$ cat src/rtl/rrus_pkg.sv
// shared types, constants and register codes for the round-robin unit stager
// no dependencies; imported by every rtl module of the block
`default_nettype none

package rrus_pkg;

    localparam int MAX_UNITS = 8;
    localparam int UNIT_W    = $clog2(MAX_UNITS);
    localparam int CNT_W     = $clog2(MAX_UNITS + 1);
    localparam int MASK_W    = 8;
    localparam int UCFG_W    = 4;
    localparam int ELAPSED_W = 10;
    localparam int LEN_W     = 24;
    localparam int TMR_W     = 25;
    localparam int STATUS_W  = 3;
    localparam int CFG_IDX_W = 2;

    localparam logic [CFG_IDX_W-1:0] CFG_UNIT_COUNT    = 2'd0;
    localparam logic [CFG_IDX_W-1:0] CFG_ILK_SINGLE_MS = 2'd1;
    localparam logic [CFG_IDX_W-1:0] CFG_ILK_ALL_MS    = 2'd2;

    localparam logic [STATUS_W-1:0] ST_NONE     = 3'd0;
    localparam logic [STATUS_W-1:0] ST_OK       = 3'd1;
    localparam logic [STATUS_W-1:0] ST_ILK_END  = 3'd2;
    localparam logic [STATUS_W-1:0] ST_STARTING = 3'd3;
    localparam logic [STATUS_W-1:0] ST_STOPPING = 3'd4;

    localparam logic [UCFG_W-1:0] UNIT_COUNT_RST = UCFG_W'(8);

    typedef struct packed {
        logic [ELAPSED_W-1:0] elapsed_ms;
        logic                 all_start;
        logic                 all_stop;
        logic                 more_request;
        logic                 less_request;
        logic                 start_enable;
        logic [MASK_W-1:0]    on_mask;
        logic [MASK_W-1:0]    ready_mask;
        logic [MASK_W-1:0]    interlocked_mask;
        logic [MASK_W-1:0]    fault_mask;
    } scan_t;

    typedef struct packed {
        logic                cmd_valid;
        logic [2:0]          cmd_unit;
        logic                cmd_run;
        logic [STATUS_W-1:0] status_code;
    } result_t;

    // per-unit status bits handed to one lane
    typedef struct packed {
        logic on;
        logic ready;
        logic ilk;
        logic flt;
    } unit_status_t;

    typedef struct packed {
        logic [UNIT_W-1:0] start_ptr;
        logic [UNIT_W-1:0] stop_ptr;
        logic [CNT_W-1:0]  n_units;
    } search_ctl_t;

    typedef struct packed {
        logic start_hit;
        logic stop_hit;
    } lane_hit_t;

    typedef struct packed {
        logic              start_found;
        logic [UNIT_W-1:0] start_unit;
        logic [UNIT_W-1:0] start_ptr_next;
        logic              stop_found;
        logic [UNIT_W-1:0] stop_unit;
        logic [UNIT_W-1:0] stop_ptr_next;
    } search_res_t;

endpackage

`default_nettype wire

$ cat src/rtl/rrus_lane.sv
// one unit lane: checks start and stop eligibility of its unit inside the search window
// depends on rrus_pkg
`default_nettype none

module rrus_lane
    import rrus_pkg::*;
(
    input  wire logic [UNIT_W-1:0] lane_idx,
    input  wire unit_status_t      status,
    input  wire search_ctl_t       ctl,
    output lane_hit_t              hit
);

    logic in_range;

    assign in_range = ({1'b0, lane_idx} < ctl.n_units);

    assign hit.start_hit = in_range && (lane_idx >= ctl.start_ptr)
                           && !status.on && status.ready && !status.ilk && !status.flt;
    assign hit.stop_hit  = in_range && (lane_idx >= ctl.stop_ptr)
                           && status.on && status.ready;

endmodule

`default_nettype wire

$ cat src/rtl/rrus_merge.sv
// merges lane hits: lowest hit wins for start and stop, next pointer values
// depends on rrus_pkg
`default_nettype none

module rrus_merge
    import rrus_pkg::*;
(
    input  wire lane_hit_t   hits [MAX_UNITS],
    input  wire search_ctl_t ctl,
    output search_res_t      res
);

    logic              start_found;
    logic [UNIT_W-1:0] start_unit;
    logic              stop_found;
    logic [UNIT_W-1:0] stop_unit;
    logic [CNT_W-1:0]  start_inc;
    logic [CNT_W-1:0]  stop_inc;

    always_comb
    begin
        start_found = 1'b0;
        start_unit  = '0;
        stop_found  = 1'b0;
        stop_unit   = '0;
        // walk down so the lowest index ends up selected
        for (int i = MAX_UNITS - 1; i >= 0; i--)
        begin
            if (hits[i].start_hit)
            begin
                start_found = 1'b1;
                start_unit  = UNIT_W'(i);
            end
            if (hits[i].stop_hit)
            begin
                stop_found = 1'b1;
                stop_unit  = UNIT_W'(i);
            end
        end
    end

    assign start_inc = {1'b0, start_unit} + CNT_W'(1);
    assign stop_inc  = {1'b0, stop_unit} + CNT_W'(1);

    assign res.start_found    = start_found;
    assign res.start_unit     = start_unit;
    assign res.start_ptr_next = (start_found && (start_inc < ctl.n_units))
                                ? start_inc[UNIT_W-1:0] : '0;
    assign res.stop_found     = stop_found;
    assign res.stop_unit      = stop_unit;
    assign res.stop_ptr_next  = (stop_found && (stop_inc < ctl.n_units))
                                ? stop_inc[UNIT_W-1:0] : '0;

endmodule

`default_nettype wire

$ cat src/rtl/round_robin_unit_stager_top.sv
// a scan's result is registered in the output register, or in the skid entry under stall
// throughput: one scan per cycle while scan_stall is low; the pointer/timer update (timer
//   add, lane search, merge) is combinational; a full two-entry output buffer stalls scans
// reset: asynchronous, clears pointers, timer, status and buffer, loads config defaults
// no clearing pass after reset
// top level of the round-robin unit stager: config, timer, state, lanes and output buffer
// depends on rrus_pkg, rrus_lane, rrus_merge
`default_nettype none

module round_robin_unit_stager_top
    import rrus_pkg::*;
(
    input  wire logic                 clk,
    input  wire logic                 rst_n,
    input  wire logic                 scan_valid,
    output logic                      scan_stall,
    input  wire scan_t                scan,
    output logic                      result_valid,
    input  wire logic                 result_stall,
    output result_t                   result,
    input  wire logic                 cfg_valid,
    output logic                      cfg_ready,
    input  wire logic [CFG_IDX_W-1:0] cfg_index,
    input  wire logic [LEN_W-1:0]     cfg_data
);

    logic [UCFG_W-1:0]   unit_count_reg;
    logic [LEN_W-1:0]    ilk_single_reg;
    logic [LEN_W-1:0]    ilk_all_reg;
    logic [UNIT_W-1:0]   start_ptr_reg, start_ptr_next;
    logic [UNIT_W-1:0]   stop_ptr_reg, stop_ptr_next;
    logic                armed_reg, armed_next;
    logic                fresh_reg, fresh_next;
    logic [TMR_W-1:0]    count_reg, count_next;
    logic [STATUS_W-1:0] status_reg, status_next;

    logic                out_valid_reg, out_valid_next;
    result_t             out_data_reg, out_data_next;
    logic                skid_valid_reg, skid_valid_next;
    result_t             skid_data_reg, skid_data_next;

    logic                scan_accept;
    logic                result_pop;
    logic [CNT_W-1:0]    n_eff;
    logic                all_any;
    logic [LEN_W-1:0]    length;
    logic [TMR_W:0]      count_sum;
    logic [TMR_W-1:0]    count_adv;
    logic                expire;
    logic                start_req;
    logic                stop_req;
    result_t             cmd;

    search_ctl_t         ctl;
    search_res_t         res;
    unit_status_t        lane_status [MAX_UNITS];
    lane_hit_t           lane_hits [MAX_UNITS];

    assign cfg_ready   = 1'b1;
    assign scan_stall  = skid_valid_reg;
    assign scan_accept = scan_valid && !scan_stall;
    assign result_valid = out_valid_reg;
    assign result       = out_data_reg;
    assign result_pop   = out_valid_reg && !result_stall;

    // configuration registers
    always_ff @(posedge clk or negedge rst_n)
    begin
        if (!rst_n)
        begin
            unit_count_reg <= UNIT_COUNT_RST;
            ilk_single_reg <= '0;
            ilk_all_reg    <= '0;
        end
        else if (cfg_valid && cfg_ready)
        begin
            case (cfg_index)
                CFG_UNIT_COUNT:    unit_count_reg <= cfg_data[UCFG_W-1:0];
                CFG_ILK_SINGLE_MS: ilk_single_reg <= cfg_data;
                CFG_ILK_ALL_MS:    ilk_all_reg    <= cfg_data;
                default:           ;
            endcase
        end
    end

    assign n_eff = ({1'b0, unit_count_reg} > (UCFG_W + 1)'(MAX_UNITS))
                   ? CNT_W'(MAX_UNITS) : CNT_W'(unit_count_reg);

    assign ctl.start_ptr = start_ptr_reg;
    assign ctl.stop_ptr  = stop_ptr_reg;
    assign ctl.n_units   = n_eff;

    for (genvar g = 0; g < MAX_UNITS; g++)
    begin : g_lane
        assign lane_status[g].on    = scan.on_mask[g];
        assign lane_status[g].ready = scan.ready_mask[g];
        assign lane_status[g].ilk   = scan.interlocked_mask[g];
        assign lane_status[g].flt   = scan.fault_mask[g];

        rrus_lane u_lane (
            .lane_idx (UNIT_W'(g)),
            .status   (lane_status[g]),
            .ctl      (ctl),
            .hit      (lane_hits[g])
        );
    end

    rrus_merge u_merge (
        .hits (lane_hits),
        .ctl  (ctl),
        .res  (res)
    );

    // interlock timer advance, saturating
    assign all_any   = scan.all_start || scan.all_stop;
    assign length    = all_any ? ilk_all_reg : ilk_single_reg;
    assign count_sum = {1'b0, count_reg} + (TMR_W + 1)'(scan.elapsed_ms);
    assign count_adv = fresh_reg ? count_reg
                     : (count_sum[TMR_W] ? {TMR_W{1'b1}} : count_sum[TMR_W-1:0]);
    assign expire    = armed_reg && (count_adv > {1'b0, length});
    assign start_req = (scan.more_request || scan.all_start) && scan.start_enable;
    assign stop_req  = scan.less_request || scan.all_stop;

    always_comb
    begin
        start_ptr_next = start_ptr_reg;
        stop_ptr_next  = stop_ptr_reg;
        armed_next     = armed_reg;
        fresh_next     = fresh_reg;
        count_next     = count_reg;
        status_next    = status_reg;
        cmd            = '0;

        if (!all_any && !scan.more_request && !scan.less_request)
        begin
            status_next = ST_OK;
        end

        if (armed_reg)
        begin
            fresh_next = 1'b0;
            count_next = count_adv;
            if (expire)
            begin
                armed_next  = 1'b0;
                status_next = ST_ILK_END;
            end
        end

        if (!armed_reg || expire)
        begin
            if (start_req)
            begin
                status_next    = ST_STARTING;
                start_ptr_next = res.start_ptr_next;
                if (res.start_found)
                begin
                    cmd.cmd_valid = 1'b1;
                    cmd.cmd_unit  = 3'(res.start_unit);
                    cmd.cmd_run   = 1'b1;
                end
            end
            if (!cmd.cmd_valid && stop_req)
            begin
                status_next   = ST_STOPPING;
                stop_ptr_next = res.stop_ptr_next;
                if (res.stop_found)
                begin
                    cmd.cmd_valid = 1'b1;
                    cmd.cmd_unit  = 3'(res.stop_unit);
                    cmd.cmd_run   = 1'b0;
                end
            end
            if (cmd.cmd_valid)
            begin
                armed_next = 1'b1;
                fresh_next = 1'b1;
                count_next = '0;
            end
        end
        cmd.status_code = status_next;
    end

    always_ff @(posedge clk or negedge rst_n)
    begin
        if (!rst_n)
        begin
            start_ptr_reg <= '0;
            stop_ptr_reg  <= '0;
            armed_reg     <= 1'b0;
            fresh_reg     <= 1'b0;
            count_reg     <= '0;
            status_reg    <= ST_NONE;
        end
        else if (scan_accept)
        begin
            start_ptr_reg <= start_ptr_next;
            stop_ptr_reg  <= stop_ptr_next;
            armed_reg     <= armed_next;
            fresh_reg     <= fresh_next;
            count_reg     <= count_next;
            status_reg    <= status_next;
        end
    end

    // two-entry output buffer: output register plus skid entry
    always_comb
    begin
        out_valid_next  = out_valid_reg;
        out_data_next   = out_data_reg;
        skid_valid_next = skid_valid_reg;
        skid_data_next  = skid_data_reg;
        if (skid_valid_reg)
        begin
            if (result_pop)
            begin
                out_data_next   = skid_data_reg;
                skid_valid_next = 1'b0;
            end
        end
        else if (!out_valid_reg || result_pop)
        begin
            out_valid_next = scan_accept;
            out_data_next  = cmd;
        end
        else if (scan_accept)
        begin
            skid_valid_next = 1'b1;
            skid_data_next  = cmd;
        end
    end

    always_ff @(posedge clk or negedge rst_n)
    begin
        if (!rst_n)
        begin
            out_valid_reg  <= 1'b0;
            skid_valid_reg <= 1'b0;
        end
        else
        begin
            out_valid_reg  <= out_valid_next;
            skid_valid_reg <= skid_valid_next;
        end
    end

    always_ff @(posedge clk)
    begin
        out_data_reg  <= out_data_next;
        skid_data_reg <= skid_data_next;
    end

    a_skid_needs_head: assert property (@(posedge clk) disable iff (!rst_n)
        skid_valid_reg |-> out_valid_reg)
        else $error("skid entry held while output register empty");

    a_fresh_needs_armed: assert property (@(posedge clk) disable iff (!rst_n)
        fresh_reg |-> armed_reg)
        else $error("interlock fresh flag set with timer disarmed");

    a_cmd_in_range: assert property (@(posedge clk) disable iff (!rst_n)
        (scan_accept && cmd.cmd_valid) |-> ({1'b0, cmd.cmd_unit} < n_eff))
        else $error("commanded unit outside rotation");

    a_cmd_arms_timer: assert property (@(posedge clk) disable iff (!rst_n)
        (scan_accept && cmd.cmd_valid) |=> (armed_reg && fresh_reg && (count_reg == '0)))
        else $error("command did not arm the interlock timer");

    a_ptr_moves_on_scan: assert property (@(posedge clk) disable iff (!rst_n)
        (start_ptr_reg != $past(start_ptr_reg)) |-> $past(scan_accept))
        else $error("start pointer moved without a scan transaction");

endmodule

`default_nettype wire
$ cat config.mk
export PLATFORM = sky130hd
export DESIGN_NAME = round_robin_unit_stager_top
export DESIGN_NICKNAME = d
export VERILOG_FILES = /design/src/rtl/rrus_pkg.sv /design/src/rtl/rrus_lane.sv /design/src/rtl/rrus_merge.sv /design/src/rtl/round_robin_unit_stager_top.sv
export SDC_FILE = /design/constraint.sdc
export NUM_CORES = 1
export LEC_CHECK = 0
export BUFFER_PORTS_ARGS = -buffer_cell sky130_fd_sc_hd__buf_2
export CAP_MARGIN = 20
export CORE_MARGIN = 10
export CORE_UTILIZATION = 35
export CTS_CLUSTER_SIZE = 20
export DETAILED_ROUTE_END_ITERATION = 10
export PLACE_DENSITY_LB_ADDON = 0.25
export SLEW_MARGIN = 40
export SYNTH_ARGS = -nofsm -noshare
export SYNTH_HDL_FRONTEND = slang
export SYNTH_SLANG_ARGS = --single-unit
$ cat constraint.sdc
create_clock -name clk -period 5.1 [get_ports clk]
set_input_delay 1.02 -clock clk [delete_from_list [all_inputs] [get_ports clk]]
set_output_delay 1.02 -clock clk [all_outputs]
set_load 0.005 [all_outputs]
==> reports/metrics.yaml, run 1 <==
hold_viol_final: 0
area_growth_pct: 20.1
grt_max_degree: 48
drc_errors: 0
max_cap_viol_count: 0
io_buffers: 87
synth_cells: 629
nets: 866
gp_congestion: 0.893
io_pins: 89
crit_buf_inv: 1
htreeDepth: 3
clk_pin_slew_ns: 0.08
final-max-slew-violation-count: 0
netlist_area_um2: 6690
multiInputGateArea_um2: 3890
grtUsageTotal: 0.140
wl_per_cell_um: 17.8
worstSetupPathType: "in -> reg"
cp-endpoint: "result[2]"
coreArea_um2: 18800
synth_flop_cell: "dfrtp_1"
rr_worst_depth: 18
r2r_slack_ns: 0.52
relSlewSlack: 0.467
r2r_end: "result[2]"
reg2reg_from: "count_reg[0]"
holdCritPathClass: "reg -> reg"
final_cells: 984
rsz0062_at_grt: "no"
critPathArrivalTime_ns: 5.04
finalCritPeriodShare: 0.968
cp-end-kind: "flop"
die_y_um: 158
register_area_um2: 2730
cp_top_family: "compound AO/OA/AOI/OAI gates"
die_w_um: 158
synth_compound_area_frac: 0.198
insertedDiodeCount: 0
startpoint_type: "input pin"
synthXorXnorAreaFrac: 0.0183
worst-path-max-fanout: 7
ys_seq_area_frac: 0.408
total_power_mw: 3.40
ant_nets: 0
clk_latency_ns: 0.36
grt_pass1_wl_mm: 28.3
period_minus_slack_ns: 4.94
firstDrtPassIters: 6
p_leak_nw: 3.57
status: "completed"
yosysWarningCount: 0
row_count: 50
ys_seq_elements: 106
ctsLongestPathBuffers: 2
vdd_ir_drop_max_v: 0.000165
initial_core_util: 0.357
cts_inserted_buffers: 9
clock_skew_ns: 0.0149
p_per_area_nw_per_um2: 422
grt_pass1_vias: 5592
path_cells: "buf_2 -> ha_1 -> fa_2 -> a21o_1 -> a221oi_2 -> o211ai_2 -> a31o_4 -> and2_4 -> a41oi_2 -> a21oi_1 -> ha_1 -> nand2_2 -> nor4_4 -> o221ai_1 -> a211o_1 -> a22o_4 -> o211a_4 -> o211ai_1 -> a21oi_1"
cts.sinks: 106
post_drt_via_cell_ratio: 5.55
setup_violations: 0
fmax_mhz: 202
largest_reg_flops: 25
dp.cells: 968
cp.depth: 19
slowest_delay_ns: 0.35
grt_antenna_before_repair: 0
cts_root_buffer: "clkbuf_16"
synth_edf_count: 16
synth.distinct_cells: 84
drive_gt1_frac: 0.341
crit_start: "scan[37]"
cts_tree: "built"
fillers: 1833
synthMuxAreaShare: 0.138
routed-via-count: 5462
gr-total-overflow: 0
cts_hold_buf: 0
die-area_um2: 25100
avgSynthCellArea_um2: 10.6
crit_required_ns: 5.20
worst_pin_slew_ns: 0.790
drt_iter0_markers: 281
syn-num-nets: 750
holdWs_ns: 0.507
slowest_stage: "fa_2"
synthAdderAreaFrac: 0.0815
synth_top_family_by_area: "compound AO/OA/AOI/OAI gates"
async_flop_share: 0.849
hpwl_mm: 13.6
routed_wl_mm: 17.5
yosys.area_share.simple: 0.132
==> Yosys cell counts (4+ instances only) <==
master    number  share of area
nor2b_1        6         0.0056
nand3_1       20          0.015
dfrtp_1       89           0.33
and3_1        10         0.0093
o31ai_1        6         0.0067
ha_1          42          0.079
a21o_1         5         0.0056
xor2_1         5         0.0065
nand4_1       11          0.010
o211ai_1       5         0.0056
a22o_2         9          0.013
a41oi_1        4         0.0052
nand3b_1       4         0.0045
xnor2_1        9          0.012
o22a_1        11          0.014
mux2i_1       25          0.037
a22o_1        11          0.014
nand2_1       51          0.029
edfxtp_1      16          0.072
clkbuf_1      19          0.011
nor2_1        34          0.019
and2_1         5         0.0047
inv_1         12         0.0067
o21ai_0       23          0.017
nor3_1         5         0.0037
o21a_1         4         0.0045
mux2_2        58          0.098
a31oi_1        5         0.0047
a21oi_1       33          0.025
nor4_1         8         0.0075
a211oi_1       4         0.0045
buf_2          4         0.0030
==> layout by cell type (no fill, tap or decap), drive strengths merged, types with 6 or more instances in the layout <==
| cell | n |
|---|---|
| o31ai | 8 |
| nor4 | 8 |
| nor2 | 34 |
| o211ai | 7 |
| o21ai | 26 |
| edfxtp | 16 |
| dfrtp | 89 |
| and2 | 8 |
| clkbuf | 9 |
| a22o | 20 |
| nand2 | 51 |
| nand4 | 11 |
| nor2b | 6 |
| ha | 42 |
| o22a | 11 |
| mux2 | 60 |
| a21o | 6 |
| inv | 15 |
| mux2i | 25 |
| xnor2 | 9 |
| nand3 | 21 |
| a21oi | 35 |
| and3 | 11 |
| buf | 130 |
==> timing repair <==
action                                 in CTS  in global routing
setup endpoints to repair                   0                 49
endpoints found under the hold margin       0                  0
buffers inserted                            0                  0
resized for setup                           0                 14
==> layer usage <==
metal | up-vias | share of wire | wire length, µm | global-route usage
met5 | - | 0 | 0 | 0
met2 | 115 | 0.50 | 8660 | 0.235
met3 | 12 | 0.044 | 774 | 0.0286
li1 | 2647 | - | - | -
met1 | 2688 | 0.45 | 7870 | 0.179
met4 | 0 | 0.011 | 184 | 0.0384
==> layout make-up <==
type / instances / share of cell area
sequential: 106 / 0.340
tap: 234 / 0.0364
inverter: 12 / 0.00560
multi-input combinational: 486 / 0.484
clock inverter: 7 / 0.0101
timing repair buffer: 130 / 0.0962
clock buffer: 9 / 0.0280
==> metrics by stage <==
stage	setup WS, ns	setup TNS (ns)	instance area, µm²	util
2_1_floorplan	0.00894	0	6710	-
3_3_place_gp	-0.240	-6.47	7670	0.409
3_5_place_dp	-0.351	-10.21	7680	0.409
4_1_cts	0.0388	0	7990	0.426
5_1_grt	0.0115	0	8040	0.428
6_report	0.161	0	8040	0.428
==> kinds of logic after synthesis <==
kind of cell | count (synthesis)
AOI/OAI and AO/OA | 169
xor gates and xnor gates | 14
adders and majority gates | 43
buffers and inverters | 37
DFF | 106
muxes | 85
other | 1
and+or+nand+nor | 174
==> report_power, final <==
part	total (mW)	leakage [nW]	switching, mW	internal (mW)
Clock	0.708	0.150	0.358	0.351
Sequential	1.20	1.26	0.157	1.04
Combinational	1.49	2.16	0.765	0.726
==> worst min path at each step <==
stage / start / to / slack (ns) / cells after the start
6_report: ilk_single_reg[19] / ilk_single_reg[19] / 0.51 / 1
5_1_grt: ilk_single_reg[19] / ilk_single_reg[19] / 0.52 / 1
3_5_place_dp: status_reg[2] / status_reg[2] / 0.48 / 2
4_1_cts: ilk_all_reg[23] / ilk_all_reg[23] / 0.51 / 1
2_1_floorplan: status_reg[2] / status_reg[2] / 0.46 / 2
3_3_place_gp: status_reg[2] / status_reg[2] / 0.48 / 2
(Power assumes the default switching activity.)
==> run 2: changes to the inputs <==
Settings changed: CELL_PAD_IN_SITES_DETAIL_PLACEMENT set to 0, CELL_PAD_IN_SITES_GLOBAL_PLACEMENT set to 1, CTS_BUF_LIST set to sky130_fd_sc_hd__clkbuf_16, MAX_ROUTING_LAYER set to met4.
==> run 2 against run 1 <==
Against the previous run: clock power up 4.7%; count of clock-buffer cells in the layout rose by 1; final area is 0.33% higher; flip-flop and latch count is the same; maximum frequency decreased by 0.14%; setup slack worse by 0.0072 ns; die area is the same; critical path depth unchanged; core utilization grew 0.14 points; combinational power up 3%; sequential share of layout area down 0.11 points; clock skew down 0.0059 ns.
==> reports/metrics.yaml, run 2 (synthesized netlist as in run 1, its figures left out) <==
clk_latency_ns: 0.35  # about the same
status: "completed"
initial_core_util: 0.357  # unchanged
cp-end-kind: "flop"
setup_violations: 0  # unchanged
period_minus_slack_ns: 4.95  # +0.00717 ns
worst-path-max-fanout: 7  # unchanged
fillers: 1810  # -1.3%
grtUsageTotal: 0.149  # +0.00842
crit_required_ns: 5.20  # about the same
relSlewSlack: 0.496  # +0.0283
max_cap_viol_count: 0  # unchanged
design_area_um2: 8070  # +0.33%
final_cells: 987  # +0.30%
cts_root_buffer: "clkbuf_16"
clock_skew_ns: 0.00904  # -0.00589 ns
vdd_ir_drop_max_v: 0.000166  # +0.69%
reg2reg_from: "count_reg[0]"
register_area_um2: 2730  # unchanged
routed-via-count: 5460  # -0.037%
worst_pin_slew_ns: 0.749  # -0.0419 ns
min-delay-start: "ilk_all_reg[0]"
drt_iter0_markers: 316  # +12%
p_leak_nw: 3.58  # +0.26%
die-area_um2: 25100  # unchanged
firstDrtPassIters: 6  # unchanged
coreArea_um2: 18800  # unchanged
grt_pass1_vias: 5663  # +1.3%
fmax_mhz: 202  # -0.14%
cts_inserted_buffers: 9  # unchanged
finalSetupTns_ns: 0  # unchanged
nets: 868  # +0.23%
drive_gt1_frac: 0.342  # +0.000422
grt_max_degree: 52  # +8.3%
die_w_um: 158  # unchanged
io_buffers: 87  # unchanged
p_per_area_nw_per_um2: 430  # +1.9%
htreeDepth: 3  # unchanged
wl_per_cell_um: 18.3  # +2.9%
cts_hold_buf: 0  # unchanged
final_cell_mix: "dfrtp_1 (89), buf_2 (86), mux2_2 (58)"
row_count: 50  # unchanged
routed_wl_mm: 18.1  # +3.2%
postPlaceCellArea_um2: 7640  # -0.46%
holdCritPathClass: "reg -> reg"
startpoint_type: "input pin"
final_common_cell: "dfrtp_1"
dp.cells: 965  # -0.31%
critPathArrivalTime_ns: 5.04  # about the same
clk_pin_slew_ns: 0.08  # about the same
crit_start: "scan[37]"
largest_reg_flops: 25  # unchanged
cts.sinks: 106  # unchanged
final-max-slew-violation-count: 0  # unchanged
r2r_slack_ns: 0.50  # -0.02 ns
hold_viol_final: 0  # unchanged
ctsLongestPathBuffers: 2  # unchanged
cts_tree: "built"
multiInputGateArea_um2: 3910  # +0.58%
finalCritPeriodShare: 0.970  # +0.00141
ant_nets: 0  # unchanged
post_drt_via_cell_ratio: 5.53  # -0.34%
io_pins: 89  # unchanged
grt_antenna_before_repair: 1  # +1
drc_errors: 0  # unchanged
hpwl_mm: 13.7  # +1.1%
gr-total-overflow: 0  # unchanged
area_growth_pct: 20.5
worstSetupPathType: "in -> reg"
grt_pass1_wl_mm: 28.9  # +2.3%
die_y_um: 158  # unchanged
final_core_util: 0.430  # +0.00140
gp_congestion: 0.889  # -0.41%
holdWs_ns: 0.504  # -0.00286 ns
==> run 2: changes by cell type in the layout (fill, tap and decap cells not counted), moves of 2 or more <==
cell      delta
buf_4        +2
clkinv_4     -2
clkinv_8     -2
o21ai_1      +2
==> run 2: area by class of cell <==
cell class	instances	share of cell area
diodes	1	0.000310
well taps	234	0.0363
clock buffers	10	0.0310
clock inverters	6	0.00776
flip-flops and latches	106	0.339
inverters	12	0.00558
repair buffers	131	0.0952
multi-input cells	487	0.485
==> run 2: path summary, 6_finish.rpt <==
| kind | end | depth (start not counted) |
|---|---|---|
| max | result[2] | 19 |
| max reg2reg | result[2] | 18 |
| max in group asynchronous | status_reg[0] | 2 |
| min | ilk_all_reg[0] | 1 |
| min in group asynchronous | ilk_single_reg[8] | 1 |
| min reg2reg | ilk_all_reg[0] | 1 |
==> run 2: per-layer routing <==
metal | up-vias | wire [µm] | global-route usage | share of wire
met3 | 26 | 805 | 0.0275 | 0.045
met1 | 2642 | 8480 | 0.199 | 0.47
li1 | 2660 | - | - | -
met4 | 0 | 300 | 0.0450 | 0.017
met2 | 132 | 8470 | 0.225 | 0.47
met5 | - | 0 | - | 0
==> run 2: power by group <==
part | internal, mW | leakage (nW) | switching (mW)
sequential | 1.04 | 1.26 | 0.158
clock | 0.412 | 0.159 | 0.329
combinational | 0.734 | 2.16 | 0.797
==> run 2: critical path, cell delays in order <==
cell	delay [ns]
buf_2	0.10
ha_1	0.22
fa_2	0.36
a21o_1	0.21
a221oi_2	0.27
o211ai_2	0.15
a31o_4	0.26
and2_4	0.18
a41oi_2	0.21
a21oi_2	0.07
ha_1	0.32
nand2_2	0.09
nor4_4	0.30
o221ai_2	0.13
a211o_1	0.32
a22o_4	0.26
o211a_4	0.18
o211ai_1	0.27
a21oi_1	0.11
==> run 2: timing repair <==
item / in CTS / in global routing
pin swaps: 1 / 9
gates cloned: 0 / 1
endpoints found under the setup margin: 1 / 51
buffers inserted: 0 / 4
endpoints found under the hold margin: 0 / 0
resized for setup: 1 / 16
==> run 2: stage by stage <==
step                      power (mW)  setup slack (ns)
final                           3.47             0.154
after global routing            3.73           -0.0233
after CTS                       3.44            0.0287
after detailed placement        2.68            -0.385
after global placement          2.65            -0.254
after floorplan                 2.15           0.00894
